==> config.mk <==
export PLATFORM = sky130hd
export DESIGN_NAME = afur_ram
export DESIGN_NICKNAME = d
export VERILOG_FILES = /design/src/design/afur_ram.sv
export SDC_FILE = /design/constraint.sdc
export NUM_CORES = 1
export LEC_CHECK = 0
export BUFFER_PORTS_ARGS = -buffer_cell sky130_fd_sc_hd__buf_2
export CAP_MARGIN = 20
export CORE_MARGIN = 10
export CORE_UTILIZATION = 35
export CTS_CLUSTER_DIAMETER = 40
export DETAILED_ROUTE_END_ITERATION = 12
export GPL_TIMING_DRIVEN = 1
export PLACE_DENSITY = 0.52
export SYNTH_ARGS = -nofsm -noshare
export SYNTH_HDL_FRONTEND = slang
export SYNTH_SLANG_ARGS = --single-unit
==> constraint.sdc <==
create_clock -name clock -period 2.3 [get_ports clock]
set_input_delay 0 -clock clock [delete_from_list [all_inputs] [get_ports clock]]
set_output_delay 0 -clock clock [all_outputs]
set_load 0.01 [all_outputs]
==> src/design/afur_ram.sv <==
// Generic single-port-write, single-port-read synchronous RAM, registered read.
// No dependencies; data holds while rd_en is low.
module afur_ram #(
   parameter int WIDTH = 8,
   parameter int DEPTH = 16
) (
   input  logic                     clock,
   input  logic                     wr_en,
   input  logic [$clog2(DEPTH)-1:0] wr_addr,
   input  logic [WIDTH-1:0]         wr_data,
   input  logic                     rd_en,
   input  logic [$clog2(DEPTH)-1:0] rd_addr,
   output logic [WIDTH-1:0]         rd_data
);

   logic [WIDTH-1:0] mem_ff [DEPTH];
   logic [WIDTH-1:0] rd_data_ff;

   always_ff @(posedge clock) begin
      if (wr_en) begin
         mem_ff[wr_addr] <= wr_data;
      end
      if (rd_en) begin
         rd_data_ff <= mem_ff[rd_addr];
      end
   end

   assign rd_data = rd_data_ff;

endmodule

==> flow_summary.ini, run 1 <==
[min_path]
min-delay-start = wr_data[1]
min_to = mem_ff[13][1]$_DFFE_PP_
hp-class = input port to flop
min_path_cells = 1

[power_and_ir_drop]
p_per_area_mw_per_mm2 = 898
leakagePower_nw = 2.13
finalPower_mw = 5.66
ir_worst_vdd_mv = 0.483

[timing]
worst_slack_ns = 0.795
fin_crit_sh_pct = 65.4
fin_skew_ns = 0.00585
fmax_ghz = 0.665
hold-worst-slack_ns = 0.00521
setup_viol = 0
worst_pin_slew_ns = 0.779
finalMaxSlewViolations = 0
rsz0062_at_grt = false
relSlewSlack_pct = 48.0
min_period_ns = 1.50
hold_viol = 0
fin_tns_setup_ns = 0

[synthesis]
synth_area_leader_cell = edfxtp_1
avgSynthCellArea_um2 = 22.8
synth_area_leaders = edfxtp_1 (78%), mux4_2 (7.8%), mux4_1 (7.0%)
yosysMostFrequentCell = edfxtp_1
ys_ff_latch = 136
synth_commonest_cells = edfxtp_1 (136), mux4_2 (18), a22oi_1 (16)
yosysWarnings = 0
ys_seq_area_share_pct = 78.1
synth_top_area_share_pct = 78.1
async_flop_share_pct = 0
synth_ff_type = edfxtp_1
ys_types = 18
synth_edf_count = 136
synth_area_mm2 = 0.00523
synthCells = 229
synthesis.nets = 248

[setup_path]
r2r_end = rd_data[5]$_DFFE_PP_
path_cells = mux4_1, a22oi_1, nand2_1
critical_path_arrival_ns = 1.65
path_delay_family = multiplexers
rr_worst_depth = 3
path_buf_inv = 0
worst_setup_path_start_kind = flop
r2r_setup_slack_ns = 0.80
path_max_fanout = 1
worst-setup-path-type = flop to flop
end_kind = flop
critPathRequiredTime_ns = 2.45
reg2reg_from = mem_ff[1][5]$_DFFE_PP_
cpMaxStageDelayCell = mux4_1
cpPeakStageDelay_ns = 0.50

[clock_network]
clk_pin_slew_ns = 0.05
clkLatencyLatePin_ns = 0.40
clock_path_buffers = 2
cts_tree = yes
ctsHoldBuffers = 6
htreeDepth = 4
cts_resized = 0
root_buffer = clkbuf_16
clock_sinks = 136
cts_inserted_buffers = 17
postCtsSetupRepairBufs = 0

[die]
floorplan.initialDensity_pct = 35.8
rows = 44
fp.dieH_um = 142
die_x_um = 142
die_area_mm2 = 0.0202
ioPinCount = 27
core-area_mm2 = 0.0146

[place]
io_buffers = 26
dp_slack_ns = 0.690
hpwl_um = 6950
place.gp.congestion = 0.766

[detailed_routing]
antenna_left = 0
firstDrtPassIters = 4
drc = 0
vias = 2483
wire_per_inst_um = 21.7
viasPerCell = 5.10
wirelength_um = 10600
drtIter0Drc = 218

[global_route]
antenna_found_initial = 1
grt_max_degree = 33
grt_usage_pct = 11.1
grt_pass1_vias = 2634
grt-ovfl-total = 0
grt_pass1_wl_um = 16300

[cells_and_area]
nets = 309
n_fill_cell = 1231
drive_gt1_share_pct = 30.1
final_core_util_pct = 43.2
syn_to_final_growth_pct = 20.6

[job]
max-cap-violations = 0

[run_status]
status = complete, no violations
## routing by layer
| metal | routed length [um] | track usage, % | share of wire [%] |
|---|---|---|---|
| met1 | 4660 | 14.5 | 44 |
| met4 | 151 | 4.52 | 1.4 |
| met3 | 562 | 3.14 | 5.3 |
| met5 | 0 | 0 | 0 |
| met2 | 5220 | 16.9 | 49 |
## placed cells by master, fill, tap and decap left out, drive strengths merged
master | netlist | layout
edfxtp | 136 | 136
buf | 7 | 46
mux4 | 32 | 32
clkbuf | 0 | 19
a22oi | 16 | 16
nor2 | 13 | 13
nand2 | 9 | 9
clkinv | 0 | 8
dlygate4sd3 | 0 | 6
nor3 | 4 | 4
bufinv | 0 | 3
nand3b | 2 | 2
nand2b | 2 | 2
diode | 0 | 1
nor2b | 1 | 1
and2 | 1 | 1
and2b | 1 | 1
nand3 | 1 | 1
or3b | 1 | 1
clkinvlp | 0 | 1
## flip-flops by register name, summed over array words and instances (netlist names)
signal	cells
rd_data	8
mem_ff	128
## where the power goes
| group | internal, mW | switching [mW] | leakage, nW | total (mW) |
|---|---|---|---|---|
| logic | 0.116 | 0.155 | 0.614 | 0.270 |
| clock network | 1.67 | 0.912 | 0.279 | 2.59 |
| registers | 2.79 | 0.0125 | 1.24 | 2.81 |
| total | 4.58 | 1.08 | 2.13 | 5.66 |
## worst max-delay path by stage
stage	slack [ns]	startpoint	to	cells past startpoint
4_1_cts	0.82	mem_ff[1][5]$_DFFE_PP_	rd_data[5]$_DFFE_PP_	3
5_1_grt	0.75	mem_ff[2][3]$_DFFE_PP_	rd_data[3]$_DFFE_PP_	3
3_3_place_gp	0.67	rd_addr[0]	rd_data[2]$_DFFE_PP_	5
3_5_place_dp	0.69	rd_addr[0]	rd_data[5]$_DFFE_PP_	5
6_report	0.80	mem_ff[1][5]$_DFFE_PP_	rd_data[5]$_DFFE_PP_	3
2_1_floorplan	0.81	wr_addr[2]	mem_ff[0][0]$_DFFE_PP_	2
## layout make-up
type                       count  area (um2)  area share, %
multi-input combinational     83        1060           16.8
tap                          184         230           3.65
clock buffer                  19         433           6.87
timing repair buffer          52         365           5.79
antenna                        1        2.50         0.0397
sequential                   136        4080           64.8
clock inverter                12         134           2.12
## worst reg2reg max path, delay by kind of cell, from the launching register on
family | cells | cell delay, ns
flip-flops | 1 | 0.36
AO/OA/AOI/OAI | 1 | 0.30
multiplexers | 1 | 0.50
AND/OR/NAND/NOR | 1 | 0.10
## metrics by stage
stage / cells / cell area, um2
finish: 487 / 6310
global route: 486 / 6300
CTS: 486 / 6300
detailed placement: 449 / 5680
global placement: 449 / 5680
floorplan: 229 / 5230
## cell families (layout without fill, tap and decap cells)
family,Yosys count,after routing,share of synthesized area [%]
AOI/OAI and AO/OA,16,16,2.30
DFF,136,136,78.1
muxes,32,32,14.8
buffers and inverters,10,83,1.65
other,0,1,0
and+or+nand+nor,35,35,3.14
No activity file was read; power rests on OpenSTA's default activity.
==> run 2, diff against run 1 <==
PLACE_DENSITY = 0.54   (was 0.52)
clock period = 1.3 ns   (was 2.3 ns; I/O delays follow)
==> run 2 against run 1 <==
The run now ends with setup timing left. Combinational power grew 110%. Highest routed layer unchanged. Final cell count grew 3.3%. Critical endpoint is now rd_data[7]$_DFFE_PP_. Maximum frequency grew 5.5%. Sequential cell count unchanged. Utilization is 1.4 points higher.
==> flow_summary.ini, run 2 (synthesized netlist as in run 1, its figures left out) <==
[cells_and_area]
diodes = 0
regMostFlops = mem_ff
final_common_cell = edfxtp_1
drive_gt1_share_pct = 39.8
syn_to_final_growth_pct = 24.7
final_cell_mix = edfxtp_1 (136), mux4_2 (27), buf_4 (27), buf_2 (26), clkbuf_16 (17)
nets = 325
largest_register_ffs = 128
final_cells = 503

[job]
max-cap-violations = 0

[clock_network]
clk_pin_slew_ns = 0.06
clock_path_buffers = 2
cts_inserted_buffers = 17
cts_tree = yes
root_buffer = clkbuf_16
htreeDepth = 4
clock_sinks = 136
clkLatencyLatePin_ns = 0.41

[timing]
fin_skew_ns = 0.00873
min_period_ns = 1.43
setup_viol = 8
worst_pin_slew_ns = 0.898
relSlewSlack_pct = 40.0
fin_crit_sh_pct = 110
finalMaxSlewViolations = 0
hold_viol = 0
worst_slack_ns = -0.126
rsz0062_at_grt = true
fmax_ghz = 0.701

[detailed_routing]
wire_per_inst_um = 21.1
firstDrtPassIters = 4
drtIter0Drc = 186
viasPerCell = 4.92
wirelength_um = 10600
drc = 0
antenna_left = 0
vias = 2475

[die]
floorplan.initialDensity_pct = 35.8
ioPinCount = 27
die_x_um = 142
core-area_mm2 = 0.0146
rows = 44
fp.dieH_um = 142
die_area_mm2 = 0.0202

[setup_path]
worst_setup_path_start_kind = flop
critical_path_arrival_ns = 1.58
worst-setup-path-type = flop to flop
rr_worst_depth = 3
r2r_setup_slack_ns = -0.13
critPathRequiredTime_ns = 1.45
path_max_fanout = 1
end_kind = flop
r2r_end = rd_data[7]$_DFFE_PP_
reg2reg_from = mem_ff[2][7]$_DFFE_PP_

[power_and_ir_drop]
finalPower_mw = 10.2
leakagePower_nw = 2.19
p_per_area_mw_per_mm2 = 1570
ir_worst_vdd_mv = 1.28

[global_route]
antenna_found_initial = 0
grt-ovfl-total = 0
grt_max_degree = 20
grt_pass1_vias = 2833
grt_pass1_wl_um = 16600
grt_usage_pct = 11.3

[place]
io_buffers = 26
dp_cells = 462
place.gp.congestion = 0.730
hpwl_um = 7260

[min_path]
hp-class = input port to flop
min_to = mem_ff[0][0]$_DFFE_PP_
min-delay-start = wr_addr[0]
min_path_cells = 3

[run_status]
violations = setup timing
status = finished with violations
## run 2: cell count changes in the layout (fill, tap and decap cells not counted), moves of 2 or more
cell | previous run | this run
buf_4 | 18 | 27
mux4_1 | 14 | 5
mux4_2 | 18 | 27
a22oi_1 | 16 | 8
a22oi_2 | 0 | 8
buf_12 | 2 | 6
clkinvlp_4 | 1 | 4
dlygate4sd3_1 | 6 | 9
clkbuf_1 | 2 | 0
nand2_1 | 9 | 7
nand2_2 | 0 | 2
## run 2: where the power goes
| part | switching (mW) | internal [mW] |
|---|---|---|
| logic | 0.294 | 0.260 |
| registers | 0.0251 | 4.94 |
| clock network | 1.72 | 2.98 |
| total | 2.04 | 8.18 |
## run 2: through the flow
stage	util [%]	worst slack, ns	setup TNS, ns	hold WS, ns	area [um2]
after floorplan	-	0.00244	0	0.0989	5230
after global placement	40.0	-0.325	-1.84	0.386	5830
after detailed placement	40.0	-0.282	-1.95	0.380	5830
after CTS	44.6	-0.160	-1.06	0.137	6500
after global routing	44.7	-0.198	-1.30	0.165	6520
final	44.7	-0.126	-0.841	0.167	6520
## run 2: worst max-delay path, stage by stage, from the launching register on
cell,delay [ns]
edfxtp_1,0.37
mux4_2,0.49
a22oi_2,0.24
nand2_1,0.08
## run 2: final cells by class
cell class / count / area (um2)
fillers: 1206 / 8070
clock inverters: 15 / 160
multi-input cells: 83 / 1070
well taps: 184 / 230
repair buffers: 68 / 543
clock buffers: 17 / 425
flip-flops and latches: 136 / 4080
## run 2: timing repair
action / CTS / global route
hold buffers: 9 / 0
endpoints found under the hold margin: 136 / 0
pin swaps: 5 / 5
setup endpoints to repair: 8 / 8
gates resized for setup: 13 / 6
buffers inserted: 0 / 0
## run 2: layer usage
| metal | vias to the layer above | GRT usage, % | part of all wire, % |
|---|---|---|---|
| li1 | 1127 | - | - |
| met1 | 1280 | 14.7 | 45 |
| met2 | 64 | 17.2 | 50 |
| met3 | 4 | 3.50 | 4.9 |
| met4 | 0 | 4.20 | 0.54 |
| met5 | - | 0 | 0 |
## run 2: how the worst max path moves through the flow
stage,cells past startpoint,slack (ns),from,endpoint
floorplan,3,0.002,mem_ff[1][0]$_DFFE_PP_,rd_data[0]$_DFFE_PP_
global placement,6,-0.32,rd_addr[0],rd_data[0]$_DFFE_PP_
detailed placement,6,-0.28,rd_addr[0],rd_data[0]$_DFFE_PP_
CTS,3,-0.16,mem_ff[3][5]$_DFFE_PP_,rd_data[5]$_DFFE_PP_
global route,3,-0.20,mem_ff[3][7]$_DFFE_PP_,rd_data[7]$_DFFE_PP_
finish,3,-0.13,mem_ff[2][7]$_DFFE_PP_,rd_data[7]$_DFFE_PP_
